[src/hdl/button_click_classifier_core_assert.svh]
// Assertion macros for the button click classifier core.
// Included by the top level; no other dependencies.
`ifndef BUTTON_CLICK_CLASSIFIER_CORE_ASSERT_SVH
`define BUTTON_CLICK_CLASSIFIER_CORE_ASSERT_SVH

`ifndef ASSERT_OFF

// same-cycle implication, checked outside reset
`define BCC_ASSERT_IMP(label, clk, rst_n, ante, cons) \
    label: assert property (@(posedge clk) disable iff (!(rst_n)) (ante) |-> (cons)) \
        else $error("bcc assertion failed");

// next-cycle implication, checked outside reset
`define BCC_ASSERT_NEXT(label, clk, rst_n, ante, cons) \
    label: assert property (@(posedge clk) disable iff (!(rst_n)) (ante) |=> (cons)) \
        else $error("bcc assertion failed");

`else

`define BCC_ASSERT_IMP(label, clk, rst_n, ante, cons)
`define BCC_ASSERT_NEXT(label, clk, rst_n, ante, cons)

`endif

`endif

[src/hdl/bcc_pkg.sv]
// Shared types and constants for the button click classifier.
// No dependencies; imported by every module of the block.
package bcc_pkg;

    localparam int TIMER_BITS_DEF = 16;

    localparam int CFG_IDX_W  = 2;
    localparam int CFG_DATA_W = 16;
    localparam int TICKS_W    = 16;
    localparam int TAG_W      = 8;
    localparam int KIND_W     = 2;
    localparam int S_TDATA_W  = 8;

    localparam logic [TICKS_W-1:0] LONG_TICKS_RST   = 16'd1000;
    localparam logic [TICKS_W-1:0] DOUBLE_TICKS_RST = 16'd300;
    localparam logic [TAG_W-1:0]   BUTTON_TAG_RST   = 8'd0;

    // register map of the configuration port
    typedef enum logic [CFG_IDX_W-1:0] {
        CFG_LONG_TICKS   = 2'd0,
        CFG_DOUBLE_TICKS = 2'd1,
        CFG_BUTTON_NUM   = 2'd2
    } t_cfg_reg;

    typedef enum logic [KIND_W-1:0] {
        EV_CLICK      = 2'd0,
        EV_DOUBLE     = 2'd1,
        EV_LONG       = 2'd2,
        EV_CLICK_LONG = 2'd3
    } t_event_kind;

    // press tracking flags
    typedef struct packed {
        logic       held;
        logic [1:0] presses;
        logic       long_seen;
        logic       wait_armed;
    } t_flags;

endpackage

[src/hdl/button_click_classifier_core.sv]
// Top level of the button click classifier: config registers, state, output stage.
// Uses bcc_pkg, bcc_update, bcc_out_skid and the assertion macro header.
//
//  channel   dir  handshake                    payload
//  s (tick)  in   i_s_tvalid / o_s_tready      i_s_tdata[0] = level
//  m (event) out  o_m_tvalid / i_m_tready      o_m_tdata = button_tag, o_m_tuser = event_kind
//  cfg       in   i_cfg_valid / o_cfg_ready    i_cfg_index, i_cfg_data
//
// One tick is taken per cycle while the output stage has room; its event, if any, is pushed into that stage.
// The rate is set by the two-entry output stage: ticks stall only when both entries hold
// events the sink has not taken.
// Reset (synchronous, active low) clears the press state, counters and output stage and
// loads the register defaults. Config writes are always taken.
`include "button_click_classifier_core_assert.svh"

module button_click_classifier_core
    import bcc_pkg::*;
#(
    parameter int TIMER_BITS = TIMER_BITS_DEF
) (
    input  logic                  i_clk,
    input  logic                  i_rst_n,
    input  logic                  i_s_tvalid,
    output logic                  o_s_tready,
    input  logic [S_TDATA_W-1:0]  i_s_tdata,    // [0] level, [7:1] zero
    output logic                  o_m_tvalid,
    input  logic                  i_m_tready,
    output logic [TAG_W-1:0]      o_m_tdata,    // [7:0] button_tag
    output logic [KIND_W-1:0]     o_m_tuser,    // [1:0] event_kind
    input  logic                  i_cfg_valid,
    output logic                  o_cfg_ready,
    input  logic [CFG_IDX_W-1:0]  i_cfg_index,
    input  logic [CFG_DATA_W-1:0] i_cfg_data
);

    logic [TICKS_W-1:0]    r_long_ticks;
    logic [TICKS_W-1:0]    r_double_ticks;
    logic [TAG_W-1:0]      r_button_tag;
    t_flags                r_flags;
    t_flags                n_flags;
    logic [TIMER_BITS-1:0] r_since_press;
    logic [TIMER_BITS-1:0] r_since_release;
    logic [TIMER_BITS-1:0] n_since_press;
    logic [TIMER_BITS-1:0] n_since_release;
    logic                  w_emit;
    t_event_kind           w_kind;
    logic                  w_accept;
    logic                  w_out_ready;

    assign o_cfg_ready = 1'b1;
    assign o_s_tready  = w_out_ready;
    assign w_accept    = i_s_tvalid && w_out_ready;

    // configuration registers
    always_ff @(posedge i_clk) begin
        if (!i_rst_n) begin
            r_long_ticks   <= LONG_TICKS_RST;
            r_double_ticks <= DOUBLE_TICKS_RST;
            r_button_tag   <= BUTTON_TAG_RST;
        end else if (i_cfg_valid) begin
            unique case (t_cfg_reg'(i_cfg_index))
                CFG_LONG_TICKS:   r_long_ticks   <= i_cfg_data;
                CFG_DOUBLE_TICKS: r_double_ticks <= i_cfg_data;
                CFG_BUTTON_NUM:   r_button_tag   <= i_cfg_data[TAG_W-1:0];
                default: ;
            endcase
        end
    end

    // per-tick update
    bcc_update #(
        .TIMER_BITS(TIMER_BITS)
    ) u_update (
        .i_level        (i_s_tdata[0]),
        .i_flags        (r_flags),
        .i_since_press  (r_since_press),
        .i_since_release(r_since_release),
        .i_long_ticks   (r_long_ticks),
        .i_double_ticks (r_double_ticks),
        .o_flags        (n_flags),
        .o_since_press  (n_since_press),
        .o_since_release(n_since_release),
        .o_emit         (w_emit),
        .o_kind         (w_kind)
    );

    // press state and counters
    always_ff @(posedge i_clk) begin
        if (!i_rst_n) begin
            r_flags         <= '0;
            r_since_press   <= '0;
            r_since_release <= '0;
        end else if (w_accept) begin
            r_flags         <= n_flags;
            r_since_press   <= n_since_press;
            r_since_release <= n_since_release;
        end
    end

    // result stage
    bcc_out_skid #(
        .DATA_W(KIND_W + TAG_W)
    ) u_out (
        .i_clk      (i_clk),
        .i_rst_n    (i_rst_n),
        .i_push     (w_accept && w_emit),
        .i_data     ({w_kind, r_button_tag}),
        .o_ready    (w_out_ready),
        .o_valid    (o_m_tvalid),
        .i_pop_ready(i_m_tready),
        .o_data     ({o_m_tuser, o_m_tdata})
    );

    // checks
    `BCC_ASSERT_IMP(a_presses_bounded, i_clk, i_rst_n, 1'b1, r_flags.presses != 2'd3)
    `BCC_ASSERT_IMP(a_stall_only_when_full, i_clk, i_rst_n, !w_out_ready, o_m_tvalid)
    `BCC_ASSERT_NEXT(a_event_shows, i_clk, i_rst_n, w_accept && w_emit, o_m_tvalid)
    `BCC_ASSERT_IMP(a_held_no_wait_loss, i_clk, i_rst_n, r_flags.wait_armed, r_flags.presses != 2'd0)

endmodule

[src/hdl/bcc_update.sv]
// Next-state and event logic of the click classifier for one tick.
// Purely combinational; uses bcc_pkg.
module bcc_update
    import bcc_pkg::*;
#(
    parameter int TIMER_BITS = TIMER_BITS_DEF
) (
    input  logic                  i_level,
    input  t_flags                i_flags,
    input  logic [TIMER_BITS-1:0] i_since_press,
    input  logic [TIMER_BITS-1:0] i_since_release,
    input  logic [TICKS_W-1:0]    i_long_ticks,
    input  logic [TICKS_W-1:0]    i_double_ticks,
    output t_flags                o_flags,
    output logic [TIMER_BITS-1:0] o_since_press,
    output logic [TIMER_BITS-1:0] o_since_release,
    output logic                  o_emit,
    output t_event_kind           o_kind
);

    localparam int CMP_W = (TIMER_BITS > TICKS_W) ? TIMER_BITS : TICKS_W;

    logic [TIMER_BITS-1:0] w_sp_inc;
    logic [TIMER_BITS-1:0] w_sr_inc;
    logic [CMP_W-1:0]      w_sp_cmp;
    logic [CMP_W-1:0]      w_sr_cmp;
    logic [CMP_W-1:0]      w_long_cmp;
    logic [CMP_W-1:0]      w_double_cmp;
    t_flags                w_fl;
    logic                  w_single_due;

    // saturating tick counters
    assign w_sp_inc = (&i_since_press)   ? i_since_press   : i_since_press + 1'b1;
    assign w_sr_inc = (&i_since_release) ? i_since_release : i_since_release + 1'b1;

    assign w_sp_cmp     = CMP_W'(w_sp_inc);
    assign w_long_cmp   = CMP_W'(i_long_ticks);
    assign w_double_cmp = CMP_W'(i_double_ticks);

    // press and release edges
    always_comb begin
        w_fl            = i_flags;
        o_since_press   = w_sp_inc;
        o_since_release = w_sr_inc;
        if (i_level && !i_flags.held) begin
            w_fl.held     = 1'b1;
            o_since_press = '0;
            if (i_flags.presses != 2'd3) begin
                w_fl.presses = i_flags.presses + 2'd1;
            end
        end else if (!i_level && i_flags.held) begin
            w_fl.held       = 1'b0;
            o_since_release = '0;
            if (w_sp_cmp >= w_long_cmp) begin
                w_fl.long_seen = 1'b1;
            end
            if (i_flags.presses == 2'd1) begin
                w_fl.wait_armed = 1'b1;
            end
        end
    end

    assign w_sr_cmp = CMP_W'(o_since_release);

    // single press times out, or second release reports at once
    assign w_single_due = (w_fl.presses == 2'd1) && w_fl.wait_armed
                          && (w_sr_cmp > w_double_cmp);
    assign o_emit = !w_fl.held && (w_single_due || (w_fl.presses > 2'd1));

    // event classification
    always_comb begin
        priority if (w_fl.long_seen && (w_fl.presses == 2'd1)) begin
            o_kind = EV_LONG;
        end else if (w_fl.long_seen && (w_fl.presses > 2'd1)) begin
            o_kind = EV_CLICK_LONG;
        end else if (w_fl.presses > 2'd1) begin
            o_kind = EV_DOUBLE;
        end else if (w_fl.long_seen) begin
            o_kind = EV_LONG;
        end else begin
            o_kind = EV_CLICK;
        end
    end

    // clear press state once reported
    always_comb begin
        o_flags = w_fl;
        if (o_emit) begin
            o_flags.presses    = 2'd0;
            o_flags.long_seen  = 1'b0;
            o_flags.wait_armed = 1'b0;
        end
    end

endmodule

[src/hdl/bcc_out_skid.sv]
// Two-entry output register with skid stage for the result stream.
// Uses bcc_pkg for consistency of the project; no submodules.
module bcc_out_skid
    import bcc_pkg::*;
#(
    parameter int DATA_W = KIND_W + TAG_W
) (
    input  logic              i_clk,
    input  logic              i_rst_n,
    input  logic              i_push,
    input  logic [DATA_W-1:0] i_data,
    output logic              o_ready,
    output logic              o_valid,
    input  logic              i_pop_ready,
    output logic [DATA_W-1:0] o_data
);

    logic              r_main_valid;
    logic              r_skid_valid;
    logic [DATA_W-1:0] r_main;
    logic [DATA_W-1:0] r_skid;
    logic              w_pop;

    assign w_pop   = r_main_valid && i_pop_ready;
    assign o_valid = r_main_valid;
    assign o_data  = r_main;
    assign o_ready = !r_skid_valid;

    // valid flags
    always_ff @(posedge i_clk) begin
        if (!i_rst_n) begin
            r_main_valid <= 1'b0;
            r_skid_valid <= 1'b0;
        end else if (w_pop && r_skid_valid) begin
            r_skid_valid <= 1'b0;
        end else if (w_pop) begin
            r_main_valid <= i_push;
        end else if (i_push) begin
            if (r_main_valid) begin
                r_skid_valid <= 1'b1;
            end else begin
                r_main_valid <= 1'b1;
            end
        end
    end

    // payload
    always_ff @(posedge i_clk) begin
        if (w_pop && r_skid_valid) begin
            r_main <= r_skid;
        end else if (i_push && (w_pop || !r_main_valid)) begin
            r_main <= i_data;
        end else if (i_push) begin
            r_skid <= i_data;
        end
    end

endmodule

[config.mk]
export PLATFORM = sky130hd
export DESIGN_NAME = button_click_classifier_core
export DESIGN_NICKNAME = d
export VERILOG_FILES = /design/src/hdl/bcc_pkg.sv /design/src/hdl/button_click_classifier_core.sv /design/src/hdl/bcc_update.sv /design/src/hdl/bcc_out_skid.sv
export VERILOG_INCLUDE_DIRS = /design/src /design/src/hdl
export SDC_FILE = /design/constraint.sdc
export NUM_CORES = 1
export LEC_CHECK = 0
export ABC_AREA = 1
export BUFFER_PORTS_ARGS = -buffer_cell sky130_fd_sc_hd__buf_2
export CAP_MARGIN = 25
export CORE_MARGIN = 2
export CORE_UTILIZATION = 35
export CTS_CLUSTER_SIZE = 10
export DETAILED_ROUTE_END_ITERATION = 10
export GPL_TIMING_DRIVEN = 0
export PLACE_DENSITY_LB_ADDON = 0.15
export SLEW_MARGIN = 20
export SYNTH_ARGS = -nofsm -noshare
export SYNTH_HDL_FRONTEND = slang
export SYNTH_SLANG_ARGS = --single-unit
[constraint.sdc]
create_clock -name i_clk -period 6.99 [get_ports i_clk]
set_clock_uncertainty 0.05 [all_clocks]
set_input_delay 0.3495 -clock i_clk [delete_from_list [all_inputs] [get_ports i_clk]]
set_output_delay 0.3495 -clock i_clk [all_outputs]
set_load 0.05 [all_outputs]
After elaboration in Yosys (flattened, before gate mapping):

Cells that the tools add are included.

* equality and inequality tests: 5
* $add $sub $neg: 3
* bitwise gates (word level): 4
* reduce and logical (&&, ||, !) cells: 31
* muxes and demuxes: 22
* order comparisons: 3

Operators with widths (number)
* two-way mux 16 bit: 5
* adder 16 x 1 -> 16 bit (second input constant): 2
* AND reduction 16 bit: 2
* two-way mux 10 bit: 2
* >= comparator 16 bit: 1
* > comparator 16 bit: 1
* two-way mux 2 bit: 8
* logical AND 1 bit: 12
* AND reduction 2 bit: 4
* == test 2 x 1 -> 1 bit (second input constant): 3
* two-way mux 1 bit: 6
* AND reduction 3 bit: 2
* logical NOT 1 bit: 5
* two-way mux 4 bit: 1
* inverter 1 bit: 4
* nonzero test 2 bit: 2
* adder 2 x 1 -> 2 bit (second input constant): 1
* == test 2 bit (second input constant): 1
* > comparator 2 x 1 -> 1 bit (second input constant): 1
* logical NOT 2 bit: 1
* logical OR 1 bit: 2
* != test 2 bit (second input constant): 1
* OR reduction 2 bit: 1

* bits of input ports: 31
* word-level logic and storage cells: 81
* bits in registers: 99
* output and inout port bits: 13

Depth between registers and ports, before layout:

Gate-level depths: netlist (run 1).

* depth in word-level cells: 14
* gate-level depth with buffers: 24
* depth with buffers taken out: 24

Cells and area by module:

From an unflattened synthesis (run 1), not the netlist that was laid out.

* cell total of the unflattened synthesis: 835
* area total of the unflattened synthesis: 5774.3 um^2

By module, submodules not included
* button_click_classifier_core: area an instance 2906.5 um^2, cells each 405, seq. area each 1541.5 um^2, times used 1
* bcc_update: area an instance 1971.9 um^2, cells each 360, seq. area each 0.0 um^2, times used 1
* bcc_out_skid: area an instance 895.9 um^2, cells each 70, seq. area each 640.6 um^2, times used 1

Worst setup path before layout (run 1):

No wires, ideal clock.

* path type: register to register
* start point: reg r_since_release[0]
* end point: reg u_out.r_main[0], in the netlist u_out.o_data[0], enable pin
* slack: 3.839 ns
* buffers on the path: 0
* data required time: 6.562 ns
* arrival: 2.723 ns
* stages on the path, launching flop included: 24
* setup time: 0.378 ns
* period minus slack after synthesis: 3.151 ns
* cells stage by stage: dfxtp_1 > ha_1 > nand2_2 > nor2_4 > nand2_1 > nor2_1 > inv_1 > nor2_1 > nor2_1 > nand2_1 > inv_1 > ha_1 > nand2_1 > nand2_1 > nand2_1 > nand2_1 > nand2_1 > nand2_1 > nand2_1 > nand2_1 > nand2_1 > nand2_1 > nand3_2 > o21ai_1

* word-level cells in the longest chain between the ends: 11
* elaborated cells between the ends (all ways): 12
* classes of those cells: add/sub: 1; order compare: 1; mux: 3; reduce/logical: 7

RTL lines
* from (decl): RTL line button_click_classifier_core.sv:42 `logic [TIMER_BITS-1:0] r_since_release;`
* from (signal assigned): RTL line button_click_classifier_core.sv:96 `r_since_release <= n_since_release;`
* adder 16 x 1 -> 16 bit / AND reduction 16 bit (equally long branches): RTL line bcc_update.sv:34 `assign w_sr_inc = (&i_since_release) ? i_since_release : i_since_release + 1'b1;`
* two-way mux 16 bit *: RTL line bcc_update.sv:34
* two-way mux 16 bit: RTL line bcc_update.sv:51 `end else if (!i_level && i_flags.held) begin`
* two-way mux 16 bit *: RTL line bcc_update.sv:45 `if (i_level && !i_flags.held) begin`
* via n_since_release[1]: RTL line button_click_classifier_core.sv:44 `logic [TIMER_BITS-1:0] n_since_release;`
* > comparator 16 bit *: RTL line bcc_update.sv:67 `&& (w_sr_cmp > w_double_cmp);`
* logical AND 1 bit *: RTL line bcc_update.sv:67
* logical OR 1 bit *: RTL line bcc_update.sv:68 `assign o_emit = !w_fl.held && (w_single_due || (w_fl.presses > 2'd1));`
* logical AND 1 bit *: RTL line bcc_update.sv:68
* logical AND 1 bit *: RTL line button_click_classifier_core.sv:106 `.i_push (w_accept && w_emit),`
* logical AND 1 bit *: RTL line bcc_out_skid.sv:51 `end else if (i_push && (w_pop || !r_main_valid)) begin`
* nonzero test 2 bit (no source line) *
* to (signal assigned): RTL line bcc_out_skid.sv:50 `r_main <= r_skid;`
* to (signal assigned): RTL line bcc_out_skid.sv:52 `r_main <= i_data;`
* to (decl): RTL line bcc_out_skid.sv:20 `logic [DATA_W-1:0] r_main;`

The timed path passes the listed nets; every way through them passes the cells marked *.
A chain may end at the register's enable or synchronous reset.

Worst setup path in the final report (run 1):

* start point: reg r_since_release[0]
* end point: reg u_out.r_main[4], in the netlist u_out.o_data[4], enable pin

The elaborated chain is that of the path after synthesis.

==> results of run 1 <==
through the flow:
step	power (mW)	hold slack, ns	setup slack, ns	utilization	cells
CTS	1.26	0.219	3.11	0.402	951
floorplan	0.718	0.358	3.84	-	712
finish	1.25	0.228	3.15	0.402	951
global route	1.30	0.240	2.78	0.402	951
detailed placement	0.761	0.364	3.14	0.382	935
global placement	0.756	0.359	3.19	0.382	935
cells in the mapped netlist, types with 5 or more instances:
library cell  number
nand2_1          146
inv_1            103
a21oi_1           84
dfxtp_1           79
o21ai_0           64
nor2_1            52
ha_1              34
nand3_1           24
clkbuf_1          20
edfxtp_1          20
o211ai_1          11
nand4_1           10
xor2_1            10
nor3_1             8
xnor2_1            5
per-layer routing:
layer	up-vias	share of wire
met5	-	0
met4	0	0.013
met3	12	0.038
met2	78	0.45
met1	2159	0.50
li1	2424	-
area by class of cell:
cell class / count / area (µm²)
fill: 1538 / 8990
multi-input combinational: 482 / 2650
sequential: 99 / 2180
inverter: 107 / 402
tap: 188 / 235
clock buffer: 9 / 225
timing repair buffer: 35 / 175
buffer: 24 / 100
clock inverter: 7 / 68.8
critical path, delay by kind of cell (launching register included):
family / cells / cell delay [ns]
compound gates: 1 / 0.74
fa+ha+maj: 2 / 0.52
buf+inv: 2 / 0.25
flops: 1 / 0.40
simple gates: 18 / 1.50
registers in the layout, summed over array words and instances, names as in the netlist:
register / cells
r_since_release: 16
u_out.o_valid: 1
r_long_ticks: 16
u_out.r_skid: 10
u_out.o_data: 10
u_out.r_skid_valid: 1
r_button_tag: 8
r_flags: 5
r_double_ticks: 16
r_since_press: 16
worst max path at each step:
stage | start | to | slack [ns] | cells after the start
3_3_place_gp | r_since_release[0] | u_out.o_data[3] | 3.19 | 23
5_1_grt | r_since_release[0] | u_out.o_data[8] | 2.78 | 23
4_1_cts | r_since_release[0] | u_out.o_data[4] | 3.11 | 23
2_1_floorplan | r_since_release[0] | u_out.o_data[0] | 3.84 | 23
6_report | r_since_release[0] | u_out.o_data[4] | 3.15 | 23
3_5_place_dp | r_since_release[0] | u_out.o_data[3] | 3.14 | 23
kinds of logic after synthesis:
logic type | after synthesis
adder cells (fa/ha/maj) | 34
AO/OA/AOI/OAI | 171
other | 1
XOR/XNOR | 15
buffers and inverters | 131
flip-flops | 99
AND/OR/NAND/NOR | 261
power by group:
part	leakage [nW]	internal, mW	switching [mW]
Clock	0.141	0.276	0.222
Sequential	0.831	0.602	0.0136
Combinational	1.70	0.0459	0.0860
Total	2.67	0.924	0.322
==> results.yml, run 1 <==
yosys:
  synth-xor-area-share: 0.0246
  syn-num-nets: 777
  seq_area_frac_synth: 0.409
  yosys.area.top_type_share: 0.296
  synthSimpleGateAreaFrac: 0.222
  synthArstFlopShare: 0
  synth.distinct_cells: 39
  synth.largest_area_cell: "dfxtp_1"
  syn_inst: 712
  synthMuxAreaShare: 0
  ys_ff_latch: 99
  synth_fa_ha_area_frac: 0.0797
  synth-main-ff-cell: "dfxtp_1"
  synth_compound_area_frac: 0.170
  syn_area_um2: 5340
  synth_area_leaders: "dfxtp_1, edfxtp_1, nand2_1, ha_1, a21oi_1"
  synth_top_family_by_area: "simple AND/OR/NAND/NOR gates"
  syn_area_per_cell_um2: 7.49
  synth_warnings: 0
  synth_edf_count: 20
grt:
  grt_overflow: 0
  antenna_found_initial: 0
  grt_pass1_wl_um: 21900
  grt_pass1_vias: 4431
  grt_util_all_layers: 0.171
  grt.busiest_layer: "met2"
  grt_use_met2: 0.280
  grt_use_met3: 0.0285
  grtUsageMet1: 0.232
  grt_max_degree: 17
critical_path:
  worst_r2r_path_depth: 23
  slowest_delay_ns: 0.74
  timing.rr.end: "u_out.o_data[4]"
  rrSetupSlack_ns: 3.15
  slowest_stage: "o21ai_1"
  cp.required_ns: 6.91
  endpoint_kind: "flip-flop"
  cp.arrival_ns: 3.76
  critical_path.cell_chain: "ha_1 > nand2_2 > nor2_4 > nand2_1 > nor2_1 > inv_1 > nor2_1 > nor2_1 > nand2_1 > inv_1 > ha_1 > nand2_1 > nand2_1 > nand2_1 > nand2_1 > nand2_1 > nand2_1 > nand2_1 > nand2_1 > nand2_1 > nand2_1 > nand3_2 > o21ai_1"
  cp-start-kind: "flip-flop"
  r2r-start: "r_since_release[0]"
  path_common_cell: "nand2_1"
  crit_fanout: 10
  path_class: "flip-flop to flip-flop"
clock_network:
  insertion_delay_ns: 0.35
  cts-hold-fix-buffers: 0
  cts_setup_buffers: 0
  cts_buffers: 9
  cts_resized: 0
  cts_buffer_depth: 2
  cts_tree: "done"
  cts_max_level: 3
  clock-sinks: 99
  path_clk_slew_ns: 0.07
  clockRootBuffer: "clkbuf_16"
drt:
  drc_errors: 0
  wire_per_inst_um: 13.9
  final_antenna_net_count: 0
  num_vias: 4673
  via_per_inst: 4.91
  drt_iter0_markers: 306
  drt_wl_total_um: 13200
  drt-pass1-iter-count: 5
timing:
  slew-limit-headroom: 0.384
  rsz0062_at_grt: "no"
  worst_pin_slew_ns: 0.918
  setup_viol: 0
  finalHoldViolCount: 0
  drv_slew: 0
  fin_crit_sh: 0.550
  max_freq_mhz: 260
  fin_tns_setup_ns: 0
  post-route-min-period_ns: 3.84
final_layout:
  final_nets: 823
  finalInstanceArea_um2: 6040
  area_growth_pct: 13.2
  diodes: 0
  layout_common_cells: "nand2_1, inv_1, a21oi_1"
  drive_gt1_frac: 0.105
  mostFrequentLayoutCell: "nand2_1"
floorplan:
  die_y_um: 127
  die_w_um: 127
  io_pins: 44
  rows: 45
  dieArea_um2: 16200
  core_um2: 15000
  initial_core_util: 0.355
power_and_ir_drop:
  peakVddDrop_mv: 0.116
  p_per_area_nw_per_um2: 206
  p_leak_nw: 2.67
place:
  io_buffers: 35
  hpwlAfterDp_um: 10500
  place.gp.congestion: 0.821
  post_dp_cell_area_um2: 5750
min_path:
  holdPathStages: 3
  min_path_type: "input pin to flip-flop"
  worstHoldStart: "i_cfg_data[9]"
  whs_endpoint: "r_long_ticks[9]"
run_status:
  status: "complete, no violations"
run:
  drv_cap: 0
No activity file was read; power rests on OpenSTA's default activity.
==> inputs of run 2 (changes only) <==
- ABC_AREA: 1 -> 0
- clock period: 6.99 -> 3.8 ns (I/O delays scaled with it)
==> results.yml, run 2 <==
clock_network:
  cts_max_level: 3
  cts_buffers: 9
  insertion_delay_ns: 0.36
  clock-sinks: 99
  path_clk_slew_ns: 0.08
  clockRootBuffer: "clkbuf_16"
  cts_tree: "done"
  cts_buffer_depth: 2
critical_path:
  cp_top_family: "simple AND/OR/NAND/NOR gates"
  r2r-start: "r_since_release[0]"
  path_class: "flip-flop to flip-flop"
  slowest_stage: "dfxtp_4"
  startpoint: "r_since_release[0]"
  endpoint_kind: "flip-flop"
  crit_fanout: 7
  crit_buf_inv: 2
  path_common_cell: "or2_4"
  cp.arrival_ns: 3.80
  critical_path.cell_chain: "ha_2 > and2_4 > and4_4 > buf_12 > a211oi_4 > xnor2_1 > nor2_1 > ha_1 > nand4_1 > or2_4 > a211oi_2 > o31ai_2 > or2_4 > nor3b_4 > clkbuf_16"
  slowest_delay_ns: 0.37
  cp-start-kind: "flip-flop"
  cp.required_ns: 3.83
power_and_ir_drop:
  p_per_area_nw_per_um2: 352
  p_leak_nw: 2.60
  peakVddDrop_mv: 0.193
drt:
  via_per_inst: 5.32
  num_vias: 4820
  m1WireLength_um: 7480
  final_antenna_net_count: 0
  top_layer: "met4"
  wire_per_inst_um: 17.4
  route.met2.wl_um: 7270
  drt-pass1-iter-count: 5
  wl_met3_um: 710
  drc_errors: 0
  drt_wl_total_um: 15800
  drt_iter0_markers: 307
timing:
  max_freq_mhz: 266
  setup_viol: 0
  slew-limit-headroom: 0.495
  fin_tns_setup_ns: 0
  hold_ws_ns: 0.0504
  finalHoldViolCount: 0
  fin_crit_sh: 0.991
  worst_pin_slew_ns: 0.758
  post-route-min-period_ns: 3.77
  drv_slew: 0
  setup_ws_ns: 0.0346
yosys:
  synth_common_cells: "nand2_1, dfxtp_1, a21oi_1"
  synth_warnings: 0
  seq_area_frac_synth: 0.395
  synth.distinct_cells: 68
  syn_area_per_cell_um2: 8.70
  synth.largest_area_cell: "dfxtp_1"
  syn-num-nets: 700
  yosysMostFrequentCell: "nand2_1"
  synth_area_leaders: "dfxtp_1, edfxtp_1, ha_1, nand2_1, a21oi_1"
  synthArstFlopShare: 0
  synth_edf_count: 20
  syn_inst: 635
  yosys.area.top_type_share: 0.286
  synth-main-ff-cell: "dfxtp_1"
  syn_area_um2: 5530
  ys_ff_latch: 99
final_layout:
  area_growth_pct: 18.5
  mostFrequentLayoutCell: "nand2_1"
  diodes: 0
  finalInstanceArea_um2: 6550
  layout_common_cells: "nand2_1, dfxtp_1, a21oi_1"
  drive_gt1_frac: 0.186
  fillers: 1554
  final_nets: 755
grt:
  grt_max_degree: 21
  grt_pass1_vias: 4475
  grt_overflow: 0
  grt_util_all_layers: 0.192
  antenna_found_initial: 0
  grt_pass1_wl_um: 24600
min_path:
  worstHoldStart: "i_cfg_data[10]"
  min_path_type: "input pin to flip-flop"
floorplan:
  dieArea_um2: 16800
  io_pins: 44
  initial_core_util: 0.361
  die_y_um: 130
  die_w_um: 130
  core_um2: 15300
  rows: 45
place:
  post_dp_cell_area_um2: 5980
  hpwlAfterDp_um: 11600
  io_buffers: 35
  pre_cts_slack_ns: -0.678
  place.gp.congestion: 0.815
run:
  drv_cap: 0
run_status:
  status: "complete, no violations"
[run 2: cell types whose count changed after synthesis, moves of 11 or more]
cell	change
a31oi_1	+11
a21oi_1	-30
nand2_1	-56
mux2_2	+13
inv_1	-65
o21ai_0	-49
[run 2: through the flow]
stage / util / power, mW / cells
2_1_floorplan: - / 1.24 / 635
3_3_place_gp: 0.390 / 1.31 / 881
3_5_place_dp: 0.390 / 1.31 / 881
4_1_cts: 0.417 / 2.32 / 901
5_1_grt: 0.428 / 2.40 / 906
6_report: 0.428 / 2.30 / 906
[run 2: logic make-up after synthesis]
| group | share of synthesized area |
|---|---|
| XOR/XNOR | 0.0365 |
| flip-flops | 0.395 |
| AND/OR/NAND/NOR | 0.225 |
| AO/OA/AOI/OAI | 0.170 |
| other | 0.000679 |
| adder cells (fa/ha/maj) | 0.0770 |
| buffers and inverters | 0.0509 |
| multiplexers | 0.0446 |
[run 2: report_power, final]
part	leakage [nW]	total, mW	switching [mW]	internal (mW)
logic	1.62	0.193	0.127	0.0663
clock network	0.158	1.01	0.471	0.535
registers	0.822	1.10	0.0153	1.09
total	2.60	2.30	0.613	1.69
[run 2: final timing paths]
| path | endpoint | slack, ns | cells past startpoint |
|---|---|---|---|
| setup / recovery | u_out.r_skid[2] | 0.03 | 15 |
| hold / removal | r_long_ticks[10] | 0.05 | 3 |
| setup reg to reg | u_out.r_skid[2] | 0.03 | 15 |
| hold reg to reg | r_long_ticks[10] | 0.41 | 2 |
[run 2: area by class of cell]
type	instances	area, µm²	area share
sequential	99	2200	0.336
buffer	31	150	0.0229
multi-input combinational	467	3180	0.486
clock inverter	7	100	0.0153
timing repair buffer	44	285	0.0436
inverter	38	143	0.0218
clock buffer	9	225	0.0344
tap	211	264	0.0403
[run 2: timing repair]
action                                  4_1_cts  5_1_grt
endpoints found under the setup margin       22       25
pin swaps                                     6        7
setup buffers                                 4        4
hold buffers                                  0        0
gates cloned                                  0        1
gates resized for setup                      14       25
[run 2: worst min-delay path: stages]
cell     delay [ns]
buf_2          0.12
nand2_1        0.06
a21oi_1        0.05
[run 2: routing by layer]
| layer | track usage | vias up |
|---|---|---|
| li1 | - | 2384 |
| met1 | 0.266 | 2301 |
| met2 | 0.304 | 111 |
| met3 | 0.0277 | 24 |
| met4 | 0.0734 | 0 |
| met5 | 0 | - |
